===== src/rtl/core/btk_pkg.sv =====
// Shared constants, types and helpers of the bounded sorted top-k list.
package btk_pkg;

  localparam int CAPACITY    = 16;
  localparam int HANDLE_BITS = 16;
  localparam int SCORE_BITS  = 32;
  localparam int LIMIT_BITS  = 5;
  localparam int LIMIT_RESET = 16;

  localparam int IDX_BITS = $clog2(CAPACITY);
  localparam int CNT_BITS = $clog2(CAPACITY + 1);

  localparam int IN_DATA_BITS   = ((SCORE_BITS + HANDLE_BITS + 7) / 8) * 8;
  localparam int OUT_FIELD_BITS = 2 * HANDLE_BITS + SCORE_BITS + CNT_BITS;
  localparam int OUT_DATA_BITS  = ((OUT_FIELD_BITS + 7) / 8) * 8;

  typedef logic signed [SCORE_BITS-1:0] score_t;
  typedef logic [HANDLE_BITS-1:0]       handle_t;
  typedef logic [IDX_BITS-1:0]          idx_t;
  typedef logic [CNT_BITS-1:0]          cnt_t;
  typedef logic [LIMIT_BITS-1:0]        limit_t;

  // Commands from the controller to the datapath.
  typedef struct packed {
    logic capture;
    logic clear;
    logic shift;
    logic place_below;
    logic place_top;
    logic emit;
  } cmd_t;

  // Status from the datapath to the controller.
  typedef struct packed {
    logic is_clear;
    logic empty;
    logic shift_req;
    logic at_top;
  } status_t;

  typedef struct packed {
    logic    best_valid;
    handle_t best_handle;
    score_t  best_score;
    cnt_t    entry_count;
    logic    evicted_valid;
    handle_t evicted_handle;
  } result_t;

  // A limit of zero acts as one, anything above the capacity as the capacity.
  function automatic cnt_t eff_limit(limit_t lim);
    cnt_t r;
    if (lim == '0) begin
      r = cnt_t'(1);
    end else if (int'(lim) > CAPACITY) begin
      r = cnt_t'(CAPACITY);
    end else begin
      r = cnt_t'(lim);
    end
    return r;
  endfunction

endpackage


===== src/rtl/core/btk_datapath.sv =====
// Datapath of the top-k list: entry memory, count, limit and result registers.
module btk_datapath (
  input  logic              clk,
  input  logic              rst,
  input  logic              cfg_valid,
  input  btk_pkg::limit_t   cfg_data,
  input  logic              in_func,
  input  btk_pkg::score_t   in_score,
  input  btk_pkg::handle_t  in_handle,
  input  btk_pkg::cmd_t     cmd,
  output btk_pkg::status_t  status,
  output btk_pkg::result_t  result
);

  btk_pkg::score_t  mem_score  [btk_pkg::CAPACITY];
  btk_pkg::handle_t mem_handle [btk_pkg::CAPACITY];

  btk_pkg::cnt_t    count;
  btk_pkg::limit_t  limit;
  logic             func_r;
  btk_pkg::score_t  score_r;
  btk_pkg::handle_t handle_r;
  btk_pkg::idx_t    idx;
  logic             first;
  logic             drop;
  btk_pkg::score_t  rd_score;
  btk_pkg::handle_t rd_handle;
  btk_pkg::score_t  best_score;
  btk_pkg::handle_t best_handle;
  logic             ev_valid;
  btk_pkg::handle_t ev_handle;

  btk_pkg::idx_t    rd_addr;
  logic             wr_en;
  btk_pkg::idx_t    wr_addr;
  btk_pkg::score_t  wr_score;
  btk_pkg::handle_t wr_handle;
  logic             evict_now;
  btk_pkg::cnt_t    count_grown;

  // The worst entry, held or new, falls out when the list is already at its limit.
  assign evict_now   = first && drop;
  assign count_grown = drop ? count : count + btk_pkg::cnt_t'(1);

  assign rd_addr = cmd.capture ? btk_pkg::idx_t'(count - btk_pkg::cnt_t'(1))
                               : idx - btk_pkg::idx_t'(1);

  assign status.is_clear  = func_r;
  assign status.empty     = (count == '0);
  assign status.shift_req = (rd_score < score_r);
  assign status.at_top    = (idx == '0);

  always_comb begin
    wr_en     = 1'b0;
    wr_addr   = idx + btk_pkg::idx_t'(1);
    wr_score  = score_r;
    wr_handle = handle_r;
    priority if (cmd.shift) begin
      wr_en     = !evict_now;
      wr_score  = rd_score;
      wr_handle = rd_handle;
    end else if (cmd.place_below) begin
      wr_en = !evict_now;
    end else if (cmd.place_top) begin
      wr_en   = 1'b1;
      wr_addr = '0;
    end
  end

  always_ff @(posedge clk) begin
    if (wr_en) begin
      mem_score[wr_addr]  <= wr_score;
      mem_handle[wr_addr] <= wr_handle;
    end
    rd_score  <= mem_score[rd_addr];
    rd_handle <= mem_handle[rd_addr];
  end

  always_ff @(posedge clk) begin
    if (rst) begin
      count    <= '0;
      limit    <= btk_pkg::limit_t'(btk_pkg::LIMIT_RESET);
      first    <= 1'b0;
      ev_valid <= 1'b0;
    end else begin
      if (cfg_valid) begin
        limit <= cfg_data;
      end
      if (cmd.capture) begin
        func_r    <= in_func;
        score_r   <= in_score;
        handle_r  <= in_handle;
        idx       <= btk_pkg::idx_t'(count - btk_pkg::cnt_t'(1));
        first     <= 1'b1;
        drop      <= (count >= btk_pkg::eff_limit(limit));
        ev_valid  <= 1'b0;
        ev_handle <= '0;
      end
      if (cmd.clear) begin
        count <= '0;
      end
      if (cmd.shift) begin
        idx   <= idx - btk_pkg::idx_t'(1);
        first <= 1'b0;
        if (evict_now) begin
          ev_valid  <= 1'b1;
          ev_handle <= rd_handle;
        end
      end
      if (cmd.place_below) begin
        count <= count_grown;
        if (evict_now) begin
          ev_valid  <= 1'b1;
          ev_handle <= handle_r;
        end
      end
      if (cmd.place_top) begin
        count       <= count_grown;
        best_score  <= score_r;
        best_handle <= handle_r;
      end
      if (cmd.emit) begin
        result.best_valid     <= (count != '0);
        result.best_handle    <= (count != '0) ? best_handle : '0;
        result.best_score     <= (count != '0) ? best_score : '0;
        result.entry_count    <= count;
        result.evicted_valid  <= ev_valid;
        result.evicted_handle <= ev_valid ? ev_handle : '0;
      end
    end
  end

  a_count_bound : assert property (@(posedge clk) disable iff (rst)
    int'(count) <= btk_pkg::CAPACITY)
    else $error("entry count above capacity");

  a_count_step : assert property (@(posedge clk) disable iff (rst)
    1'b1 |=> (count == '0) || (count == $past(count)) ||
             (count == $past(count) + btk_pkg::cnt_t'(1)))
    else $error("entry count moved by more than one");

  a_evict_on_shift : assert property (@(posedge clk) disable iff (rst)
    cmd.shift && first && drop |=> ev_valid && !first)
    else $error("worst entry shifted out without being reported");

endmodule


===== src/rtl/core/btk_ctrl.sv =====
// Controller of the top-k list: sequences capture, scan, insert and result hand-off.
module btk_ctrl (
  input  logic              clk,
  input  logic              rst,
  input  logic              s_tvalid,
  output logic              s_tready,
  output logic              m_tvalid,
  input  logic              m_tready,
  input  btk_pkg::status_t  status,
  output btk_pkg::cmd_t     cmd
);

  typedef enum logic [1:0] {
    ST_IDLE,
    ST_WORK,
    ST_TOP,
    ST_FINISH
  } state_t;

  state_t state;
  state_t state_next;
  logic   out_free;

  assign s_tready = (state == ST_IDLE);
  assign out_free = !m_tvalid || m_tready;

  always_comb begin
    cmd        = '0;
    state_next = state;
    unique case (state)
      ST_IDLE: begin
        cmd.capture = s_tvalid;
        if (s_tvalid) begin
          state_next = ST_WORK;
        end
      end
      ST_WORK: begin
        // Walk up from the worst entry, moving down every entry the new one beats.
        priority if (status.is_clear) begin
          cmd.clear  = 1'b1;
          state_next = ST_FINISH;
        end else if (status.empty) begin
          state_next = ST_TOP;
        end else if (status.shift_req && !status.at_top) begin
          cmd.shift = 1'b1;
        end else if (status.shift_req) begin
          cmd.shift  = 1'b1;
          state_next = ST_TOP;
        end else begin
          cmd.place_below = 1'b1;
          state_next      = ST_FINISH;
        end
      end
      ST_TOP: begin
        cmd.place_top = 1'b1;
        state_next    = ST_FINISH;
      end
      ST_FINISH: begin
        cmd.emit = out_free;
        if (out_free) begin
          state_next = ST_IDLE;
        end
      end
      default: begin
        state_next = ST_IDLE;
      end
    endcase
  end

  always_ff @(posedge clk) begin
    if (rst) begin
      state    <= ST_IDLE;
      m_tvalid <= 1'b0;
    end else begin
      state <= state_next;
      if (cmd.emit) begin
        m_tvalid <= 1'b1;
      end else if (m_tready) begin
        m_tvalid <= 1'b0;
      end
    end
  end

  a_one_cmd : assert property (@(posedge clk) disable iff (rst)
    $onehot0({cmd.capture, cmd.clear, cmd.shift, cmd.place_below, cmd.place_top, cmd.emit}))
    else $error("more than one datapath command at once");

  a_emit_free : assert property (@(posedge clk) disable iff (rst)
    cmd.emit |-> (!m_tvalid || m_tready))
    else $error("result register overwritten before it was taken");

  a_no_back_to_back : assert property (@(posedge clk) disable iff (rst)
    s_tvalid && s_tready |=> !s_tready)
    else $error("new transaction taken while one is in progress");

endmodule


===== src/rtl/core/bounded_sorted_topk_list.sv =====
// Top level of the bounded sorted top-k list.
//
// Keeps up to list_limit (score, handle) entries ordered best first; equal
// scores stay in arrival order. A transaction on the s_ channel either adds an
// entry (tuser = 0) or clears the list (tuser = 1). Each input transaction
// yields exactly one result transaction on the m_ channel: best entry, count
// and the handle of any entry pushed out by an add.
// The cfg channel writes list_limit; it is always ready and should be used
// only while the block is idle. A limit of 0 acts as 1, above 16 as 16.
// Timing: an add walks the entry memory from the worst entry upwards, one
// entry per cycle through its single read port; a new entry that beats
// every held one, or that enters an empty list, is then written at the top
// by a separate state.
// The result is held in an output register, so the next input transaction is
// accepted while a result still waits; a stalled receiver only holds up the
// item after that. Reset empties the list, sets the limit to 16 and drops any
// pending result. No clearing pass is needed after reset.
module bounded_sorted_topk_list (
  input  logic                                clk,
  input  logic                                rst,
  input  logic                                s_tvalid,
  output logic                                s_tready,
  // s_tdata: score, handle (from bit 0 up)
  input  logic [btk_pkg::IN_DATA_BITS-1:0]    s_tdata,
  // s_tuser: func (0 = add, 1 = clear)
  input  logic [0:0]                          s_tuser,
  output logic                                m_tvalid,
  input  logic                                m_tready,
  // m_tdata: best_handle, best_score, entry_count, evicted_handle (from bit 0 up)
  output logic [btk_pkg::OUT_DATA_BITS-1:0]   m_tdata,
  // m_tuser: best_valid, evicted_valid (from bit 0 up)
  output logic [1:0]                          m_tuser,
  input  logic                                cfg_valid,
  output logic                                cfg_ready,
  input  logic [btk_pkg::LIMIT_BITS-1:0]      cfg_data
);

  btk_pkg::cmd_t    cmd;
  btk_pkg::status_t status;
  btk_pkg::result_t result;

  assign cfg_ready = 1'b1;

  btk_ctrl u_ctrl (
    .clk      (clk),
    .rst      (rst),
    .s_tvalid (s_tvalid),
    .s_tready (s_tready),
    .m_tvalid (m_tvalid),
    .m_tready (m_tready),
    .status   (status),
    .cmd      (cmd)
  );

  btk_datapath u_datapath (
    .clk       (clk),
    .rst       (rst),
    .cfg_valid (cfg_valid),
    .cfg_data  (cfg_data),
    .in_func   (s_tuser[0]),
    .in_score  (s_tdata[btk_pkg::SCORE_BITS-1:0]),
    .in_handle (s_tdata[btk_pkg::SCORE_BITS +: btk_pkg::HANDLE_BITS]),
    .cmd       (cmd),
    .status    (status),
    .result    (result)
  );

  assign m_tdata = btk_pkg::OUT_DATA_BITS'({result.evicted_handle, result.entry_count,
                                            result.best_score, result.best_handle});
  assign m_tuser = {result.evicted_valid, result.best_valid};

endmodule


===== config.mk =====
export PLATFORM = sky130hd
export DESIGN_NAME = bounded_sorted_topk_list
export DESIGN_NICKNAME = d
export VERILOG_FILES = /design/src/rtl/core/btk_pkg.sv /design/src/rtl/core/btk_datapath.sv /design/src/rtl/core/btk_ctrl.sv /design/src/rtl/core/bounded_sorted_topk_list.sv
export SDC_FILE = /design/constraint.sdc
export NUM_CORES = 1
export LEC_CHECK = 0
export ABC_AREA = 1
export BUFFER_PORTS_ARGS = -buffer_cell sky130_fd_sc_hd__buf_2
export CAP_MARGIN = 20
export CORE_UTILIZATION = 62
export CTS_CLUSTER_SIZE = 28
export DETAILED_ROUTE_END_ITERATION = 7
export HOLD_SLACK_MARGIN = 0.12
export PLACE_DENSITY = 0.8
export SYNTH_ARGS = -nofsm -noshare
export SYNTH_HDL_FRONTEND = slang
export SYNTH_SLANG_ARGS = --single-unit

===== constraint.sdc =====
create_clock -name clk -period 9.2 [get_ports clk]
set_clock_uncertainty 0.15 [all_clocks]
set_input_delay 1.84 -clock clk [delete_from_list [all_inputs] [get_ports clk]]
set_output_delay 1.84 -clock clk [all_outputs]
set_load 0.01 [all_outputs]

==> results of run 1 <==
[per-layer routing]
| layer | up-vias | track usage | wire [µm] |
|---|---|---|---|
| li1 | 11178 | - | - |
| met1 | 12434 | 0.3814 | 34420 |
| met2 | 1843 | 0.4885 | 46450 |
| met3 | 312 | 0.05776 | 11140 |
| met4 | 0 | 0.1473 | 4547 |
| met5 | - | 0 | 0 |
[final timing paths]
path	start	to	slack (ps)	cells after the start
worst min register to register	u_datapath.score_r[11]$_DFFE_PP_	u_datapath.best_score[11]$_DFFE_PP_	300	0
worst max register to register	u_datapath.score_r[3]$_DFFE_PP_	u_datapath.mem_score[2][10]$_DFFE_PP_	4520	17
worst max-delay path	s_tvalid	u_datapath.rd_score[18]$_DFF_P_	4120	12
worst min-delay path	u_datapath.score_r[11]$_DFFE_PP_	u_datapath.best_score[11]$_DFFE_PP_	300	0
[cell type report]
type / instances / area [µm²]
flip-flops and latches: 1020 / 30000
repair buffers: 201 / 1224
inverters: 149 / 573.1
clock buffers: 149 / 2878
multi-input cells: 1620 / 8559
well taps: 846 / 1059
clock inverters: 38 / 407.9
fillers: 3813 / 18500
[through the flow]
stage,instances,util,hold slack [ps],total power (µW)
final,4023,0.7073,298.6,13050
after global routing,4023,0.7073,304.1,13560
after global placement,3814,0.6526,281.5,8783
after floorplan,2978,-,256.4,7940
after detailed placement,3832,0.6544,283.8,8961
after CTS,4019,0.7064,299.6,12980
[power breakdown]
group	switching (µW)	internal [µW]
logic	2370	899
clock network	1680	2360
registers	184	5560
total	4230	8820
[cell families after synthesis]
group | Yosys count
DFF | 1020
adders and majority gates | 45
buffers and inverters | 338
AOI/OAI and AO/OA | 747
xor gates and xnor gates | 8
other | 2
and+or+nand+nor | 816
[flip-flops by register name (all words and copies together), names as in the netlist, 2 cells and up]
signal                  flops
u_datapath.best_score      32
u_ctrl.state                2
u_datapath.rd_score        32
u_datapath.ev_handle       16
u_datapath.result          71
u_datapath.best_handle     16
u_datapath.limit            5
u_datapath.handle_r        16
u_datapath.count            5
u_datapath.mem_score      512
u_datapath.idx              4
u_datapath.rd_handle       16
u_datapath.score_r         32
u_datapath.mem_handle     256
[layout by cell type (no fill, tap or decap), drive strengths merged, types with 45 or more instances in the layout]
master,Yosys,layout
dfxtp,63,63
o21ai,445,445
nor2,483,483
inv,149,154
o211ai,66,66
o22ai,52,52
nand3,69,69
o221ai,141,141
ha,45,45
nand2,246,246
clkbuf,135,151
buf,54,199
edfxtp,957,957
==> results.py, run 1 <==
metrics = {
    "sta": {
        "finalMaxSlewViolations": 0,
        "fin_crit_ps": 5084,
        "setup_tns_ps": 0,
        "min_period_over_period": 0.5526,
        "worst_pin_slew_ps": 1167,
        "finalHoldViolations": 0,
        "timing.final.ws_setup_ps": 4116,
        "slew_headroom": 0.2222,
        "setup_viol": 0,
        "max_clock_freq_mhz": 196.7,
        "rsz0062_at_grt": "false",
    },
    "synth": {
        "synth_edf_count": 957,
        "yosysMostFrequentCell": "edfxtp_1",
        "synth_mux_area_frac": 0,
        "syn_avg_cell_area_um2": 13.36,
        "syn_inst": 2976,
        "synth_compound_area_frac": 0.1137,
        "synth_area_leaders": "edfxtp_1, o21ai_0, nor2_1, dfxtp_1, o221ai_1",
        "ys.flop_type": "edfxtp_1",
        "ys_ff_latch": 1020,
        "synth_common_cells": "edfxtp_1, nor2_1, o21ai_0",
        "seq_area_frac_synth": 0.7545,
        "synth_top_family_by_area": "compound AO/OA/AOI/OAI gates",
        "yosys.area_share.simple": 0.08088,
        "synth_cell_types": 34,
        "synth_xor_xnor_area_share": 0.001762,
        "async_reset_ff_frac": 0,
        "ys_warn_count": 0,
        "synth_area_leader_cell": "edfxtp_1",
        "yosys.area_share.adder": 0.01416,
        "synth_top_area_frac": 0.7228,
        "netlist_area_um2": 39760,
    },
    "final_layout": {
        "nNetsFinal": 3195,
        "syn_to_final_growth_pct": 12.43,
        "diodes": 0,
        "fin_area_um2": 44700,
        "layout-drive-gt1-share": 0.1221,
    },
    "clock_network": {
        "cts_hold_buffers": 0,
        "htree_num_levels": 3,
        "cts_buffer_depth": 3,
        "post_cts_resized": 0,
        "cts-buffers-inserted": 99,
        "cts_tree": "yes",
        "clkSinkCount": 1020,
        "post_cts_buffers": 0,
        "clkSlewWorstSetupHoldPaths_ps": 60,
        "root_buffer": "clkbuf_16",
        "clkLatencyLatePin_ps": 660,
    },
    "floorplan": {
        "std_cell_rows": 92,
        "dieArea_um2": 65140,
        "io_pins": 136,
        "start_util": 0.6291,
        "die_w_um": 255.2,
        "core-area_um2": 63200,
        "die-height_um": 255.2,
    },
    "power_and_ir_drop": {
        "ir_drop_uv": 242.0,
        "power_density_nw_per_um2": 292.0,
        "p_leak_uw": 0.01551,
    },
    "worst_setup_path": {
        "worstSetupPathType": "primary input to flip-flop",
        "crit_path_end_kind": "flip-flop",
        "required_ps": 9580,
        "crit_chain": "buf_2 -> nand2_1 -> buf_4 -> nand2_1 -> o21ai_4 -> buf_4 -> inv_8 -> buf_12 -> o21ai_0 -> o221ai_1 -> nand3_1 -> nand2_1",
        "critPathMostFrequentCell": "nand2_1",
        "cp_top_family": "buffers and inverters",
        "cp_data_arrival_time_ps": 5470,
        "path_max_fanout": 266,
        "slowest_delay_ps": 760,
        "start_kind": "primary input",
        "crit_path_top_delay_cell": "buf_4",
        "critPathBufInv": 5,
    },
    "drt": {
        "via_per_inst": 6.405,
        "drt_iter0_drc": 3576,
        "drtAntennaViolNets": 0,
        "routedWlPerCell_um": 24.00,
        "drc": 0,
        "drt_wl_total_mm": 96.55,
        "drt_pass1_iterations": 7,
        "vias": 25767,
    },
    "global_routing": {
        "overflow": 0,
        "grt_first_pass_wirelength_mm": 144.0,
        "antenna_found_initial": 1,
        "grt_pass1_vias": 25354,
        "grt_use_total": 0.2973,
        "grt_max_degree": 267,
    },
    "placement": {
        "dpl-instance-area_um2": 41360,
        "place_congestion": 0.8694,
        "portBuffers": 131,
        "dp_slack_ps": 3784,
        "hpwlAfterDp_mm": 46.99,
    },
    "flow_run": {
        "cap_violations": 0,
    },
    "min_path": {
        "hp-class": "flip-flop to flip-flop",
    },
    "status": {
        "outcome": "completed",
    },
}
Note: power is estimated with default switching activity, not from simulation.
==> run 2, diff against run 1 <==
--- a/config.mk
+++ b/config.mk
@@ -8,11 +8,11 @@
 export ABC_AREA = 1
 export BUFFER_PORTS_ARGS = -buffer_cell sky130_fd_sc_hd__buf_2
 export CAP_MARGIN = 20
-export CORE_UTILIZATION = 62
+export CORE_UTILIZATION = 56
 export CTS_CLUSTER_SIZE = 28
 export DETAILED_ROUTE_END_ITERATION = 7
 export HOLD_SLACK_MARGIN = 0.12
-export PLACE_DENSITY = 0.8
+export PLACE_DENSITY = 0.76
 export SYNTH_ARGS = -nofsm -noshare
 export SYNTH_HDL_FRONTEND = slang
 export SYNTH_SLANG_ARGS = --single-unit
==> constraint.sdc (replaced) <==
create_clock -name clk -period 4.4 [get_ports clk]
set_clock_uncertainty 0.15 [all_clocks]
set_input_delay 0.88 -clock clk [delete_from_list [all_inputs] [get_ports clk]]
set_output_delay 0.88 -clock clk [all_outputs]
set_load 0.01 [all_outputs]
==> run 2 against run 1 <==
Sequential power increased by 110%. Power increased by 110%. Critical path type is now flip-flop to flip-flop. Final area increased by 1.5%. Worst hold slack got worse by 47 ps. Largest power group unchanged. First-iteration DRC count increased by 4.9%. Sequential cell count unchanged. Largest cell class unchanged. Sequential share of layout area decreased by 0.98 points. Count of clock-buffer cells in the layout decreased by 10. Setup slack got worse by 3800 ps. Critical path depth increased by 2.
==> results.py, run 2 (same netlist as run 1, synthesis figures left out) <==
metrics = {
    "status": {
        "outcome": "completed",
    },
    "sta": {
        "setup_viol": 0,
        "worst_pin_slew_ps": 1019,
        "setup_tns_ps": 0,
        "min_period_over_period": 0.9218,
        "rsz0062_at_grt": "false",
        "slew_headroom": 0.3184,
        "max_clock_freq_mhz": 246.6,
        "hold_slack_ps": 251.6,
        "finalMaxSlewViolations": 0,
        "finalHoldViolations": 0,
        "fin_crit_ps": 4056,
    },
    "drt": {
        "top_layer": "met4",
        "via_per_inst": 6.250,
        "dr_wl_met3_mm": 10.51,
        "drt_wl_total_mm": 100.8,
        "routedWlPerCell_um": 24.33,
        "drtAntennaViolNets": 0,
        "wl_met1_mm": 37.19,
        "drt_iter0_drc": 3752,
        "vias": 25893,
        "wl_met2_mm": 48.97,
        "drt_pass1_iterations": 6,
        "drc": 0,
    },
    "final_layout": {
        "reg.largest.list": "u_datapath.mem_score (512), u_datapath.mem_handle (256), u_datapath.result (71)",
        "nNetsFinal": 3225,
        "largest-register": "u_datapath.mem_score",
        "syn_to_final_growth_pct": 14.09,
        "layout-drive-gt1-share": 0.1302,
        "largest_reg_flops": 512,
        "mostFrequentLayoutCells": "edfxtp_1, nor2_1, o21ai_0, nand2_1, inv_1",
        "stdcell_count": 4143,
        "diodes": 0,
        "layout_commonest_cell": "edfxtp_1",
    },
    "floorplan": {
        "die-height_um": 268.5,
        "std_cell_rows": 97,
        "start_util": 0.5668,
        "die_w_um": 268.5,
        "dieArea_um2": 72070,
        "io_pins": 136,
        "core-area_um2": 70150,
    },
    "placement": {
        "dp.cells": 3958,
        "portBuffers": 131,
        "place_congestion": 0.8294,
        "hpwlAfterDp_mm": 54.13,
    },
    "global_routing": {
        "grt_max_degree": 193,
        "antenna_found_initial": 0,
        "overflow": 0,
        "grt_first_pass_wirelength_mm": 149.3,
        "grt_pass1_vias": 25319,
        "grt_use_total": 0.2778,
    },
    "clock_network": {
        "cts_hold_buffers": 0,
        "post_cts_buffers": 0,
        "htree_num_levels": 3,
        "clkSlewWorstSetupHoldPaths_ps": 70,
        "clkSinkCount": 1020,
        "post_cts_resized": 0,
        "root_buffer": "clkbuf_16",
        "cts_buffer_depth": 3,
        "clkLatencyLatePin_ps": 650,
        "cts-buffers-inserted": 98,
        "cts_tree": "yes",
    },
    "power_and_ir_drop": {
        "power_density_nw_per_um2": 608.3,
        "p_leak_uw": 0.01576,
        "report.power.total_uw": 27590,
        "ir_drop_uv": 567.3,
    },
    "worst_setup_path": {
        "required_ps": 4640,
        "start_kind": "flip-flop",
        "crit_path_end_kind": "flip-flop",
        "cp_data_arrival_time_ps": 4300,
        "r2r_slack_ps": 340,
        "worstSetupPathType": "flip-flop to flip-flop",
        "path_max_fanout": 85,
    },
    "flow_run": {
        "cap_violations": 0,
    },
    "min_path": {
        "hp-class": "primary input to flip-flop",
    },
}
run 2: cell types whose count changed in the layout (fill, tap and decap cells not counted), moves of 5 or more:
cell	change
buf_12	+26
buf_2	-8
buf_4	+17
clkbuf_1	-9
clkinv_1	+6
inv_6	-5
run 2: report_power, final:
part	total, µW	leakage [µW]	internal [µW]	switching [µW]
Sequential	12000	0.00919	11600	359
Combinational	7160	0.00495	2050	5110
Clock	8460	0.00161	4960	3500
run 2: worst max-delay path, cell delays in order, from the launching register on:
cell and delay [ps]:
edfxtp_1 370, inv_1 90, ha_1 380, nand2_1 110, nor2_1 150, nand2_1 180, nor2_1 200, nand2_1 180
nand3_1 190, nand2_2 160, nor2_4 140, buf_4 800, nand2_4 300, o211ai_1 300, nand2_1 90
run 2: worst paths after layout:
path                            cells after the start                             start                             endpoint
worst max-delay path                               14  u_datapath.score_r[31]$_DFFE_PP_    u_datapath.ev_handle[1]$_DFFE_PN_
worst min-delay path                                1                       s_tdata[37]     u_datapath.handle_r[5]$_DFFE_PP_
worst max register to register                     14  u_datapath.score_r[31]$_DFFE_PP_    u_datapath.ev_handle[1]$_DFFE_PN_
worst min register to register                      0  u_datapath.score_r[16]$_DFFE_PP_  u_datapath.best_score[16]$_DFFE_PP_
run 2: area by class of cell:
class                           instances  area, µm²
Sequential cell                      1020      30000
Fill cell                            4784      24790
Multi-Input combinational cell       1620       8566
Clock buffer                          139       2841
Timing Repair Buffer                  232       1774
Tap cell                              940       1176
Inverter                              149      570.5
Clock inverter                         43      431.7
run 2: per-layer routing:
layer | GRT usage | up-vias
met2 | 0.4543 | 1688
li1 | - | 11256
met4 | 0.1233 | 0
met1 | 0.3708 | 12659
met5 | 0 | -
met3 | 0.04338 | 290
run 2: per-stage QoR:
stage / utilization / cell area, µm² / setup slack [ps]
2_1_floorplan: - / 39770 / 120.7
3_3_place_gp: 0.5997 / 42070 / 528.5
3_5_place_dp: 0.5997 / 42070 / 483.3
4_1_cts: 0.6463 / 45340 / 429.1
5_1_grt: 0.6466 / 45360 / 173.7
6_report: 0.6466 / 45360 / 344.3
